===== config.mk =====
export PLATFORM = sky130hd
export DESIGN_NAME = lde_div_cell
export DESIGN_NICKNAME = d
export VERILOG_FILES = /design/src/hw/rtl/lde_pkg.sv /design/src/hw/rtl/lde_div_cell.sv
export SDC_FILE = /design/constraint.sdc
export NUM_CORES = 1
export LEC_CHECK = 0
export ABC_AREA = 1
export BUFFER_PORTS_ARGS = -buffer_cell sky130_fd_sc_hd__buf_2
export CAP_MARGIN = 20
export CORE_ASPECT_RATIO = 0.8
export CORE_MARGIN = 5
export CORE_UTILIZATION = 53
export CTS_CLUSTER_DIAMETER = 40
export DETAILED_ROUTE_END_ITERATION = 10
export PLACE_DENSITY = 0.93
export SETUP_SLACK_MARGIN = 0.05
export SLEW_MARGIN = 20
export SYNTH_ARGS = -nofsm -noshare
export SYNTH_HDL_FRONTEND = slang
export SYNTH_SLANG_ARGS = --single-unit

===== constraint.sdc =====
create_clock -name i_clk -period 2.5 [get_ports i_clk]
set_input_delay 0 -clock i_clk [delete_from_list [all_inputs] [get_ports i_clk]]
set_output_delay 0 -clock i_clk [all_outputs]
set_load 0.05 [all_outputs]

===== src/hw/rtl/lde_pkg.sv =====
package lde_pkg;

    // fixed field widths
    localparam int LDE_SMP_BITS     = 16;
    localparam int LDE_DUR_BITS     = 24;
    localparam int LDE_FRAME_BITS   = 32;
    localparam int LDE_CFG_IDX_BITS = 3;

    // register indexes
    localparam logic [LDE_CFG_IDX_BITS-1:0] CFG_DELAY   = 3'd0;
    localparam logic [LDE_CFG_IDX_BITS-1:0] CFG_ATTACK  = 3'd1;
    localparam logic [LDE_CFG_IDX_BITS-1:0] CFG_DECAY   = 3'd2;
    localparam logic [LDE_CFG_IDX_BITS-1:0] CFG_SUSTAIN = 3'd3;
    localparam logic [LDE_CFG_IDX_BITS-1:0] CFG_RELEASE = 3'd4;
    localparam logic [LDE_CFG_IDX_BITS-1:0] CFG_PEAK    = 3'd5;
    localparam logic [LDE_CFG_IDX_BITS-1:0] CFG_HOLD    = 3'd6;
    localparam logic [LDE_CFG_IDX_BITS-1:0] CFG_MODE    = 3'd7;

    // reset heights, Q1.15
    localparam logic signed [LDE_SMP_BITS-1:0] LDE_PEAK_RST = 16'sd32767;
    localparam logic signed [LDE_SMP_BITS-1:0] LDE_HOLD_RST = 16'sd16384;

    // input word
    typedef struct packed {
        logic [LDE_FRAME_BITS-1:0]      frame_index;
        logic signed [LDE_SMP_BITS-1:0] sample_in;
        logic                           block_end;
    } t_in;

    // output word
    typedef struct packed {
        logic signed [LDE_SMP_BITS-1:0] sample_out;
        logic                           envelope_done;
        logic                           block_end_out;
    } t_out;

    // sideband carried along the divider cells
    typedef struct packed {
        logic                           vld;
        logic                           neg;
        logic signed [LDE_SMP_BITS-1:0] base;
        logic                           mode;
        logic signed [LDE_SMP_BITS-1:0] smp;
        logic                           done;
        logic                           bend;
    } t_side;

endpackage


===== src/hw/rtl/lde_div_cell.sv =====
module lde_div_cell #(
    parameter int DURATION_BITS = lde_pkg::LDE_DUR_BITS,
    parameter int QUOT_BITS     = lde_pkg::LDE_SMP_BITS + 1
) (
    input  logic                     i_clk,
    input  logic                     i_rst_n,
    input  logic                     i_en,
    input  lde_pkg::t_side           i_side,
    input  logic [DURATION_BITS-1:0] i_rem,
    input  logic [QUOT_BITS-1:0]     i_lq,
    input  logic [DURATION_BITS-1:0] i_len,
    output lde_pkg::t_side           o_side,
    output logic [DURATION_BITS-1:0] o_rem,
    output logic [QUOT_BITS-1:0]     o_lq,
    output logic [DURATION_BITS-1:0] o_len
);

    logic [DURATION_BITS:0]   trial;
    logic [DURATION_BITS:0]   diff;
    logic                     ge;
    logic [DURATION_BITS-1:0] n_rem;
    logic [QUOT_BITS-1:0]     n_lq;
    lde_pkg::t_side           r_side;
    logic [DURATION_BITS-1:0] r_rem;
    logic [QUOT_BITS-1:0]     r_lq;
    logic [DURATION_BITS-1:0] r_len;

    // one restoring step: bring down the next dividend bit, subtract if it fits
    always_comb begin
        trial = {i_rem, i_lq[QUOT_BITS-1]};
        diff  = trial - {1'b0, i_len};
        ge    = (trial >= {1'b0, i_len});
        n_rem = ge ? diff[DURATION_BITS-1:0] : trial[DURATION_BITS-1:0];
        n_lq  = {i_lq[QUOT_BITS-2:0], ge};
    end

    // valid flag
    always_ff @(posedge i_clk) begin
        if (!i_rst_n) begin
            r_side.vld <= 1'b0;
        end else if (i_en) begin
            r_side.vld <= i_side.vld;
        end
    end

    // payload
    always_ff @(posedge i_clk) begin
        if (i_en) begin
            r_side.neg  <= i_side.neg;
            r_side.base <= i_side.base;
            r_side.mode <= i_side.mode;
            r_side.smp  <= i_side.smp;
            r_side.done <= i_side.done;
            r_side.bend <= i_side.bend;
            r_rem       <= n_rem;
            r_lq        <= n_lq;
            r_len       <= i_len;
        end
    end

    assign o_side = r_side;
    assign o_rem  = r_rem;
    assign o_lq   = r_lq;
    assign o_len  = r_len;

endmodule


==> results.txt, run 1 <==
Hold Path Class -> input pin to flop
IO buf count -> 206
synthesis-to-layout area growth -> 43.7%
largest net degree at the start of global routing -> 43
Pins Over Slew Limit -> 0
layout cells sized above 1 -> 27.3%
CTS tree -> yes
kind of critical path -> input pin to flop
critical-path cell list -> dlygate4sd3_1, buf_2, inv_1, ha_1, nand2_1, inv_1, nand2_1, nand2_1, inv_1, nand3_1, nand3_4, nand3_4, nand2_2, nand2_1
CP max FO -> 25
P_sw -> 1850 uW
dpl hpwl -> 11.9 mm
prevailing post-synth register cell -> edfxtp_1
Cells after Synth -> 591
most used cell, CP -> nand2_1
asr flop ratio synth -> 0%
Seq pwr share -> 42.1%
P_int -> 3200 uW
antenna violations before repair -> 2
width of the die -> 123 um
total negative slack -> 0 ns
Vias -> 5302
final hold violations -> 0
final setup fails -> 0
fin area -> 7760 um2
Met2 Routed Length -> 9.25 mm
Logic pwr share -> 30.4%
clock share of power -> 27.5%
routed length per instance -> 18.3 um
Fmax -> 424 MHz
number of DRC markers after the initial detailed-route iteration -> 517
# DRC -> 0
Peak supply drop -> 0.000479 V
Routed Wire Length -> 18.9 mm
max incr delay on CP -> 0.52 ns
Worst-Margin Slew -> 0.576 ns
clock sinks -> 102
Layout Skew -> 0 ns
Fin Hold WS -> 0.0140 ns
io pins -> 207
die footprint -> 12300 um2
antenna viol nets, final -> 0
status -> completed
Top Metal Used -> met4
clock tree buffer depth -> 2
Post-synth EDFFs -> 101
pre-CTS setup slack -> 0.236 ns
root buffer cell -> clkbuf_16
fin worst setup slack -> 0.141 ns
Static Leak -> 0.00396 uW
First-pass DRT Iterations -> 5
Avg Synthesized Cell Area -> 9.14 um2
Seq/Total Area, Yosys -> 56.5%
final critical-path required period -> 2.36 ns
WP data required -> 2.58 ns
die height -> 100 um
CTS clk-pin slew, worst paths -> 0.08 ns
CP Buf/Inv Count -> 5
cts bufs inserted -> 9
CP top delay family -> simple AND/OR/NAND/NOR gates
Syn Nets -> 721
Final #Nets -> 1020
num rows -> 33
Congestion Overflow GR -> 0
CTS H-tree lvls -> 3
R2R setup slack -> 1.25 ns
Tcrit/Tclk final -> 94.4%
RSZ-0062 raised after global routing -> yes
Worst path slowest cell -> dlygate4sd3_1
synth unique cells -> 26
PwrDens -> 650 nW/um2
met3 wire len -> 1.76 mm
CORE AREA -> 10100 um2
first-pass GRT wire length -> 27.7 mm
met1 wire length -> 7.26 mm
yosys warns -> 0
Synth Register Bits -> 102
post-DR vias/cell -> 5.11
Placer Congestion -> 0.899
Max-Cap Viols -> 0
Netlist Area Pre-Place -> 5400 um2
critical path arrival -> 2.44 ns
Total GRT Usage -> 29.5%
Clock Latency Late Sink -> 0.34 ns
Placed Area -> 6630 um2
number of global-route vias before repair -> 5265
Crit. End Element -> flop
switching part of the total -> 36.6%
max_slew headroom -> 61.6%
Worst Setup Start Kind -> input pin
Initial Utilization -> 53.4%
==> final cells by class <==
type                       instances  area, um2
multi-input combinational        361       1850
antenna                            2       5.00
timing repair buffer             296       1940
tap                              140        175
sequential                       102       3050
clock buffer                       9        225
fill                             653       2350
inverter                         120        450
clock inverter                     7       65.1
==> synth_stat cells, types with 2 or more instances <==
cell | n | area [um2]
inv_1 | 119 | 447
nand4_1 | 29 | 181
nor2_2 | 3 | 18.8
nand2_1 | 217 | 815
nor2_1 | 27 | 101
edfxtp_1 | 101 | 3030
buf_2 | 6 | 30.0
nor3_2 | 2 | 20.0
buf_6 | 2 | 22.5
nand3_4 | 2 | 35.0
a21oi_1 | 11 | 55.1
ha_1 | 24 | 300
nand3_1 | 26 | 130
xor2_1 | 10 | 87.6
==> metal layers <==
layer / track usage [%] / up-vias
met5: 0 / -
met4: 11.3 / 0
met3: 6.20 / 48
li1: - / 2496
met1: 36.4 / 2413
met2: 50.9 / 345
==> cells in the final DEF, fill, tap and decap left out, types with 2 or more instances in the layout <==
cell and n:
clkbuf_16 9, diode_2 2, dlygate4sd3_1 81, nor2_1 27
nor3_2 2, nand2_1 215, clkinvlp_4 2, nand3_1 26
inv_1 119, nand2_2 2, a21oi_1 11, nand3_4 2
buf_4 8, edfxtp_1 101, ha_1 24, nor2_2 3
inv_6 2, buf_12 2, nand4_1 29, buf_2 205
xor2_1 10
==> final timing paths <==
check                                start    endpoint  cells past startpoint
worst min register to register  o_side[36]  o_side[36]                      3
worst max-delay path              i_len[8]   o_rem[11]                     14
worst min-delay path              i_rem[4]    o_rem[5]                      3
worst max register to register  o_side[36]  o_side[36]                      3
==> power groups by stage <==
stage          clock network (uW)  logic [uW]  registers, uW
3_5_place_dp                    0        1390           2150
6_report                     1390        1540           2120
3_3_place_gp                    0        1370           2140
2_1_floorplan                   0         418           2720
5_1_grt                      1480        1630           2130
4_1_cts                      1380        1490           2110
==> worst reg2reg max path: stages, from the launching register on <==
cell,delay (ns)
dfxtp_1,0.32
o21ai_0,0.18
a21oi_1,0.06
dlygate4sd3_1,0.57
==> kinds of logic after synthesis <==
logic type	after synthesis	synth area share [%]
buffers and inverters	128	9.31
AOI/OAI and AO/OA	14	1.55
xor gates and xnor gates	11	1.78
DFF	102	56.5
and+or+nand+nor	311	24.9
adders and majority gates	25	5.93
==> state kept, by name, indices dropped and copies added (netlist names) <==
| signal | count |
|---|---|
| o_len | 24 |
| o_lq | 17 |
| o_rem | 24 |
| o_side | 37 |
==> repair_timing <==
action                     CTS  global route
resized for setup            0             2
setup endpoints to repair    0            24
setup buffers                0             3
hold endpoints to repair    80             0
hold buffers                81             0
==> through the flow <==
stage	power [uW]	cells	utilization, %
floorplan	3140	591	-
global placement	3510	935	65.5
detailed placement	3540	935	65.5
CTS	4980	1032	76.4
global route	5250	1037	76.7
finish	5050	1037	76.7
Note: power is estimated with default switching activity, not from simulation.
==> inputs of run 2 (changes only) <==
--- a/config.mk
+++ b/config.mk
@@ -10,12 +10,14 @@
 export CAP_MARGIN = 20
 export CORE_ASPECT_RATIO = 0.8
 export CORE_MARGIN = 5
-export CORE_UTILIZATION = 53
+export CORE_UTILIZATION = 25
 export CTS_CLUSTER_DIAMETER = 40
 export DETAILED_ROUTE_END_ITERATION = 10
-export PLACE_DENSITY = 0.93
+export GPL_ROUTABILITY_DRIVEN = 0
+export PLACE_DENSITY = 0.53
 export SETUP_SLACK_MARGIN = 0.05
 export SLEW_MARGIN = 20
 export SYNTH_ARGS = -nofsm -noshare
 export SYNTH_HDL_FRONTEND = slang
 export SYNTH_SLANG_ARGS = --single-unit
+export TNS_END_PERCENT = 10
==> run 2 against run 1 <==
Sequential cell count unchanged. Critical path depth down 1. Setup slack better by 0.064 ns. Critical path type unchanged. Largest cell class unchanged.
==> results.txt, run 2 (synthesized netlist as in run 1, its figures left out) <==
commonest non-fill, non-tap cell in the layout -> nand2_1
Final Util -> 37.8% (-39 points)
M1 GR Usage -> 19.6% (-17 points)
Pins Over Slew Limit -> 0 (unchanged)
RSZ-0062 raised after global routing -> yes
routed length per instance -> 15.4 um (-15%)
CORE AREA -> 21400 um2 (+110%)
pre-CTS setup slack -> 0.309 ns (+0.0723 ns)
synthesis-to-layout area growth -> 49.9%
# DRC -> 0 (unchanged)
Vias -> 4960 (-6.5%)
Tcrit/Tclk final -> 91.8% (-2.6 points)
antenna violations before repair -> 0 (-2)
kind of critical path -> input pin to flop
Final #Nets -> 1036 (+1.6%)
Congestion Overflow GR -> 0 (unchanged)
Peak supply drop -> 0.000259 V (-46%)
max_slew headroom -> 53.6% (-8.0 points)
clock tree buffer depth -> 2 (unchanged)
root buffer cell -> clkbuf_16
r2r startpoint -> o_side[36]
most frequent cells in the layout -> 217 x nand2_1, 205 x buf_2, 119 x inv_1, 101 x edfxtp_1, 97 x dlygate4sd3_1
fin worst setup slack -> 0.205 ns (+0.0641 ns)
Worst-Margin Slew -> 0.696 ns (+0.120 ns)
Layout Skew -> 0 ns (unchanged)
Routed Wire Length -> 18.3 mm (-3.2%)
post-DR vias/cell -> 4.18 (-18%)
largest net degree at the start of global routing -> 51 (+19%)
Fmax -> 436 MHz (+2.8%)
Fin Hold WS -> 0.0112 ns (-0.00277 ns)
antenna viol nets, final -> 0 (unchanged)
final critical-path required period -> 2.29 ns (-0.0641 ns)
crit path from -> i_rem[10]
total negative slack -> 0 ns (unchanged)
dpl hpwl -> 13.6 mm (+14%)
status -> completed
max reg flops -> 37 (unchanged)
most used cell, CP -> nand2_1
Crit. End Element -> flop
CTS clk-pin slew, worst paths -> 0.08 ns (about the same)
Worst Setup Start Kind -> input pin
PwrDens -> 628 nW/um2 (-3.4%)
GR Util met2 -> 24.0% (-27 points)
max incr delay on CP -> 0.58 ns (+0.06 ns)
Initial Utilization -> 25.2% (-28 points)
CTS tree -> yes
width of the die -> 174 um (+42%)
io pins -> 207 (unchanged)
Pwr Total -> 5080 uW (+0.74%)
Clock Latency Late Sink -> 0.36 ns (+0.02 ns)
CTS H-tree lvls -> 3 (unchanged)
die height -> 141 um (+41%)
CP Buf/Inv Count -> 4 (-1)
Static Leak -> 0.00403 uW (+2.0%)
Max-Cap Viols -> 0 (unchanged)
num rows -> 48 (+45%)
Hold Path Class -> input pin to flop
final hold violations -> 0 (unchanged)
IO buf count -> 206 (unchanged)
Worst path slowest cell -> dlygate4sd3_1
CP top delay family -> buffers and inverters
number of global-route vias before repair -> 5200 (-1.2%)
critical path arrival -> 2.52 ns (+0.08 ns)
number of DRC markers after the initial detailed-route iteration -> 260 (-50%)
met3 global-route usage -> 5.22% (-0.98 points)
Total GRT Usage -> 14.7% (-15 points)
First-pass DRT Iterations -> 4 (-1)
final setup fails -> 0 (unchanged)
die footprint -> 24700 um2 (+100%)
gr busiest metal -> met2
layout cells sized above 1 -> 26.6% (-0.70 points)
antenna cells -> 0 (-2)
cts bufs inserted -> 9 (unchanged)
critical-path cell list -> dlygate4sd3_1, buf_2, ha_1, nand2_1, inv_1, nand2_1, nand2_1, nand2_1, nand2_1, a21oi_4, buf_4, nand4_1, nand2_1
min-delay src -> i_lq[16]
clock sinks -> 102 (unchanged)
CP max FO -> 24 (-4.0%)
first-pass GRT wire length -> 28.6 mm (+3.0%)
WP data required -> 2.72 ns (+0.14 ns)
==> run 2: cell type report <==
type                    count  area, um2
fillers                  2209      13300
multi-input cells         362       1870
clock buffers               9        225
repair buffers            311       2090
well taps                 275        344
clock inverters             7       66.3
flip-flops and latches    102       3050
inverters                 120        450
==> run 2: metal layers <==
layer / wire, um / part of all wire, %
met1: 8540 / 47
met2: 8160 / 45
met3: 1580 / 8.6
met4: 52 / 0.28
met5: 0 / 0
==> run 2: worst paths after layout <==
| kind | cells past startpoint | to | slack, ns |
|---|---|---|---|
| setup / recovery | 13 | o_rem[18] | 0.21 |
| hold / removal | 3 | o_rem[0] | 0.01 |
| setup reg to reg | 3 | o_side[36] | 1.29 |
| hold reg to reg | 3 | o_side[36] | 1.10 |
==> run 2: power by group <==
group | switching [uW] | internal [uW] | leakage (uW) | total (uW)
Combinational | 1090 | 443 | 0.00289 | 1530
Clock | 732 | 703 | 0.000143 | 1440
Sequential | 44.2 | 2070 | 0.000996 | 2110
==> run 2: repair_timing <==
item                                    4_1_cts  5_1_grt
endpoints found under the setup margin        0       24
resized for setup                             0        2
hold endpoints to repair                     96        0
buffers inserted                              0        2
hold buffers                                 97        0
==> run 2: metrics by stage <==
stage | std cells | cell area (um2)
after global routing | 1186 | 8100
after global placement | 1070 | 6800
final | 1186 | 8100
after floorplan | 591 | 5400
after detailed placement | 1070 | 6800
after CTS | 1183 | 8060
==> run 2: worst reg2reg max path, cell delays in order, from the launching register on <==
cell and delay (ns):
dfxtp_1 0.32, o21ai_0 0.15, a21oi_1 0.06, dlygate4sd3_1 0.58
